### src/vrp_pkg.sv
// Package for the video register port with scroll: shared constants and codes.
// Used by every module in src; depends on nothing.
package vrp_pkg;

  // Video memory geometry and reset defaults.
  localparam int unsigned VRP_PAGES      = 16;
  localparam int unsigned VRP_PAGE_BYTES = 1024;
  localparam logic [63:0] VRP_BANK_RST   = 64'hFEDC_BA98_7654_3210;

  // Sprite attribute memory geometry.
  localparam int unsigned VRP_OAM_DEPTH = 256;
  localparam int unsigned VRP_OAM_AW    = 8;

  // Request type codes.
  localparam logic [2:0] REQ_RD_REG  = 3'd0;
  localparam logic [2:0] REQ_WR_REG  = 3'd1;
  localparam logic [2:0] REQ_VINC    = 3'd2;
  localparam logic [2:0] REQ_HCOPY   = 3'd3;
  localparam logic [2:0] REQ_VCOPY   = 3'd4;
  localparam logic [2:0] REQ_STATUS  = 3'd5;

  // Register select codes.
  localparam logic [2:0] REG_CTRL    = 3'd0;
  localparam logic [2:0] REG_MASK    = 3'd1;
  localparam logic [2:0] REG_STAT    = 3'd2;
  localparam logic [2:0] REG_OAMADDR = 3'd3;
  localparam logic [2:0] REG_OAMDATA = 3'd4;
  localparam logic [2:0] REG_SCROLL  = 3'd5;
  localparam logic [2:0] REG_ADDR    = 3'd6;
  localparam logic [2:0] REG_DATA    = 3'd7;

  // Start of palette space within the 14-bit video address.
  localparam logic [13:0] PAL_BASE   = 14'h3F00;
  localparam logic [13:0] PAL_UNDER  = 14'h1000;

endpackage

### src/vrp_oam.sv
// Sprite attribute memory: 256 bytes with a registered read and per-entry valid
// bits so that unwritten entries read as zero right after reset. Depends on vrp_pkg.
module vrp_oam
  import vrp_pkg::*;
(
  input  logic                  clk,
  input  logic                  rst_n,
  input  logic                  we,
  input  logic [VRP_OAM_AW-1:0] waddr,
  input  logic [7:0]            wdata,
  input  logic [VRP_OAM_AW-1:0] raddr,
  output logic [7:0]            rdata
);

  logic [7:0]               mem [VRP_OAM_DEPTH];
  logic [VRP_OAM_DEPTH-1:0] valid_r;
  logic [7:0]               rdata_r;
  logic                     rvalid_r;

  always_ff @(posedge clk) begin
    if (!rst_n) begin
      valid_r  <= '0;
      rvalid_r <= 1'b0;
    end else begin
      if (we) begin
        valid_r[waddr] <= 1'b1;
      end
      rvalid_r <= valid_r[raddr];
    end
  end

  always_ff @(posedge clk) begin
    if (we) begin
      mem[waddr] <= wdata;
    end
    rdata_r <= mem[raddr];
  end

  assign rdata = rvalid_r ? rdata_r : 8'h00;

endmodule

### config.mk
export PLATFORM = sky130hd
export DESIGN_NAME = vrp_oam
export DESIGN_NICKNAME = d
export VERILOG_FILES = /design/src/vrp_pkg.sv /design/src/vrp_oam.sv
export SDC_FILE = /design/constraint.sdc
export NUM_CORES = 2
export LEC_CHECK = 0
export ABC_CLOCK_PERIOD_IN_PS = 3820
export CAP_MARGIN = 30
export CORE_ASPECT_RATIO = 1.1
export CORE_MARGIN = 2
export CORE_UTILIZATION = 63
export CTS_CLUSTER_SIZE = 10
export DETAILED_ROUTE_END_ITERATION = 6
export DONT_BUFFER_PORTS = 1
export PLACE_DENSITY = 0.79
export SETUP_SLACK_MARGIN = 0.02
export SYNTH_ARGS = -nofsm -noshare
export SYNTH_HDL_FRONTEND = slang
export SYNTH_SLANG_ARGS = --single-unit
### constraint.sdc
create_clock -name clk -period 3.82 [get_ports clk]
set_clock_uncertainty 0.05 [all_clocks]
set_input_delay 0.764 -clock clk [delete_from_list [all_inputs] [get_ports clk]]
set_output_delay 0.764 -clock clk [all_outputs]
set_load 0.01 [all_outputs]
==> impl_results.md <==
* Result of the run: complete, but fails checks
* Violations in the final reports: DRC
* Power density normalized to cell area at 526 mW/mm2
* Final Cycle Share at about 90%
* Sequential-to-total area share from yosys stat at 75.4%
* Proportion of register bits with asynchronous set or reset after synthesis at 0%
* Post-DP HPWL at 117000 um
* Warning count from the yosys run at 0
* Worst endpoint required time at 4540 ps
* Relative slew margins at 25.8%
* Proportion of synthesized area in mux cells at 17.9%
* Synthesized area at 0.0886 mm2
* Vias in the first global route at 47400
* Fraction of synthesized cell area in xor and xnor cells at 0%
* Most used cells in the layout excluding fill and tap cells: edfxtp_1, nor2_1, mux4_2
* Max Cap Viol at 0
* Critical Path Start Type: input pin
* Synth Area per Inst at 20.2 um2
* Clock tree root driver cell: clkbuf_16
* Most frequently used flop master after synthesis: edfxtp_1
* I/O pin count at 35
* Number of routed nets with antenna violations at 0
* Worst-margin pin slew at 1100 ps
* Instance area after placement at 0.0920 mm2
* Synth Area in Adders at 0%
* Iteration count of the initial detailed-routing pass at 7
* R2r worst-path depth at 6
* Layout cell share with drive strength beyond 1 at 27.0%
* Number of rows in the core area at 144
* Source-to-sink clock delay at the later pin of the worst-skew pair at 910 ps
* H-tree levels at 5
* Number of sinks on the clock net at 2313
* Core Footprint at roughly 0.14 mm2
* Post-synthesis instance total at approximately 4400
* Hold Path Class: input pin to register
* Number of vias in the routed layout at 46200
* Standby leakage power at roughly 32 nW
* Die Ht at 397 um
* GRT Residual Overflow at 0
* Most common library cell in the layout ignoring fill and taps: edfxtp_1
* Number of nets produced by synthesis at 4423
* Maximum buffer depth of the clock tree at 4
* Final-stage net count at 4785
* Global-route wire length before repair at 323000 um
* Final-report hold violation count at 0
* Maximum clock rate at 286 MHz
* CP arrival at 4210 ps
* WL final at 223000 um
* Critical Path Fanout Max at 115
* Category of the worst setup path capture point: register
* Fillers at 7592
* Time the worst path needs with I/O delays and setup at 3500 ps
* Horizontal die dimension at 362 um
* Largest net degree at the start of global routing at ~600
* Number of synthesized register bits at 2313
* Inserted Clock Buffers at 282
* Final setup violation count at 0
* Simple logic cell fraction of the synthesized area at 4.30%
* Port Buf Inserts at 0
* Type of the worst setup path: input pin to register
* Initial antenna violation count at 5
* Summed negative setup slack over all endpoints at 0 ps
* Min-Delay Path Depth at 0
* Share of the synthesized area in compound gates (AO/OA/AOI/OAI) at 0.981%
* Aggregate global-route resource usage at a little under a third
* CTS clk-pin slew, worst paths at 60 ps
* Post-route design area at about 0.1 mm2
* Clock tree from TritonCTS: done
* RSZ-0062 raised after global routing: false
* Detailed-route DRC error count at 16
* Number of DRC markers in iteration 0 at 7019
* Die Footprint at 0.144 mm2
* Area Growth Syn to Fin at 13.2%
* Count of flip-flops with a built-in enable after synthesis at between 2000 and 2500
* Total power of the final layout at 52.8 mW
* Average vias per placed instance at 6.85
* Worst VDD drop at 0.000608 V
* Number of unique standard cell types used by synthesis at 43
* Combinational family with the most area after synthesis: multiplexers
* Average detailed-routed wire length per instance at 33.0 um
* Routability-driven placement congestion ratio at 0.925
* Initial core utilization at 63.4%
* Slew Limit Fails at 0
worst max-delay path, stage by stage:
cell	delay (ps)
buf_16	510
buf_16	460
mux4_2	610
mux4_2	540
o22ai_1	330
nor4_1	130
buf_2	200
and4b_1	200
per-layer routing:
| layer | vias up | part of all wire, % | track usage, % |
|---|---|---|---|
| met3 | 682 | 12 | 9.11 |
| met4 | 4 | 4.7 | 13.5 |
| met1 | 23800 | 34 | 40.7 |
| li1 | 18500 | - | - |
| met2 | 3286 | 49 | 50.5 |
| met5 | - | 0.010 | 0 |
metrics by stage:
step,setup slack [ps],hold WS (ps),std cells,utilization (%)
floorplan,877,382,4396,-
global placement,30.9,393,6272,65.8
detailed placement,321,404,6279,65.8
CTS,1180,0.951,6738,71.6
global route,288,7.46,6743,71.7
finish,324,42.8,6753,71.7
power by group:
| part | switching (mW) | internal, mW |
|---|---|---|
| clock | 9.50 | 13.9 |
| sequential | 0.0424 | 27.6 |
| combinational | 0.903 | 0.872 |
| total | 10.4 | 42.3 |
registers in the layout, summed over array words and instances, names as in the netlist:
register  cells
mem        2048
rdata_r       8
rvalid_r      1
valid_r     256
synth_stat cells (all sizes together) (4+ instances only):
library cell  instances  share of area (%)
mux4                657                 17
edfxtp             2048                 69
a31oi                 4              0.028
and4b                 9               0.10
and2                  9              0.064
nor4                 17               0.12
clkbuf              124               0.53
buf                 124               0.92
mux2                 50               0.64
nor2b                12              0.085
a21oi                 9              0.051
nand3                34               0.19
nand4                18               0.13
nor2                781                3.3
nand2                49               0.21
dfxtp               265                6.0
a22o                  7              0.069
mux2i                49               0.55
o21ai                 8              0.045
o221ai               12               0.12
o22ai                79               0.56
nor3                  6              0.034
final cells by class:
class                           count  area, um2  area share, %
Antenna cell                       10       25.0         0.0250
Inverter                            5       31.3         0.0312
Clock buffer                      436       7760           7.74
Multi-Input combinational cell   1830      20600           20.5
Tap cell                         1825       2280           2.28
Clock inverter                      8       93.8         0.0936
Timing Repair Buffer              326       2720           2.71
Sequential cell                  2313      66800           66.6
what timing repair did:
item / 4_1_cts / 5_1_grt
resized for setup: 0 / 0
setup buffers: 0 / 0
hold buffers: 15 / 0
setup endpoints to repair: 0 / 6
hold endpoints to repair: 515 / 0
kinds of logic after synthesis:
| group | Yosys count |
|---|---|
| buf+inv | 253 |
| flops | 2313 |
| compound gates | 131 |
| simple gates | 943 |
| mux | 756 |
final timing paths:
kind                             startpoint                         to  slack [ps]
setup / recovery                   raddr[0]         rdata_r[6]$_DFF_P_         320
hold / removal                     wdata[2]       mem[27][2]$_DFFE_PP_          40
setup reg to reg      mem[219][2]$_DFFE_PP_         rdata_r[2]$_DFF_P_        1100
hold reg to reg   valid_r[171]$_SDFFE_PN0P_  valid_r[171]$_SDFFE_PN0P_         420
Note: power is estimated with default switching activity, not from simulation.
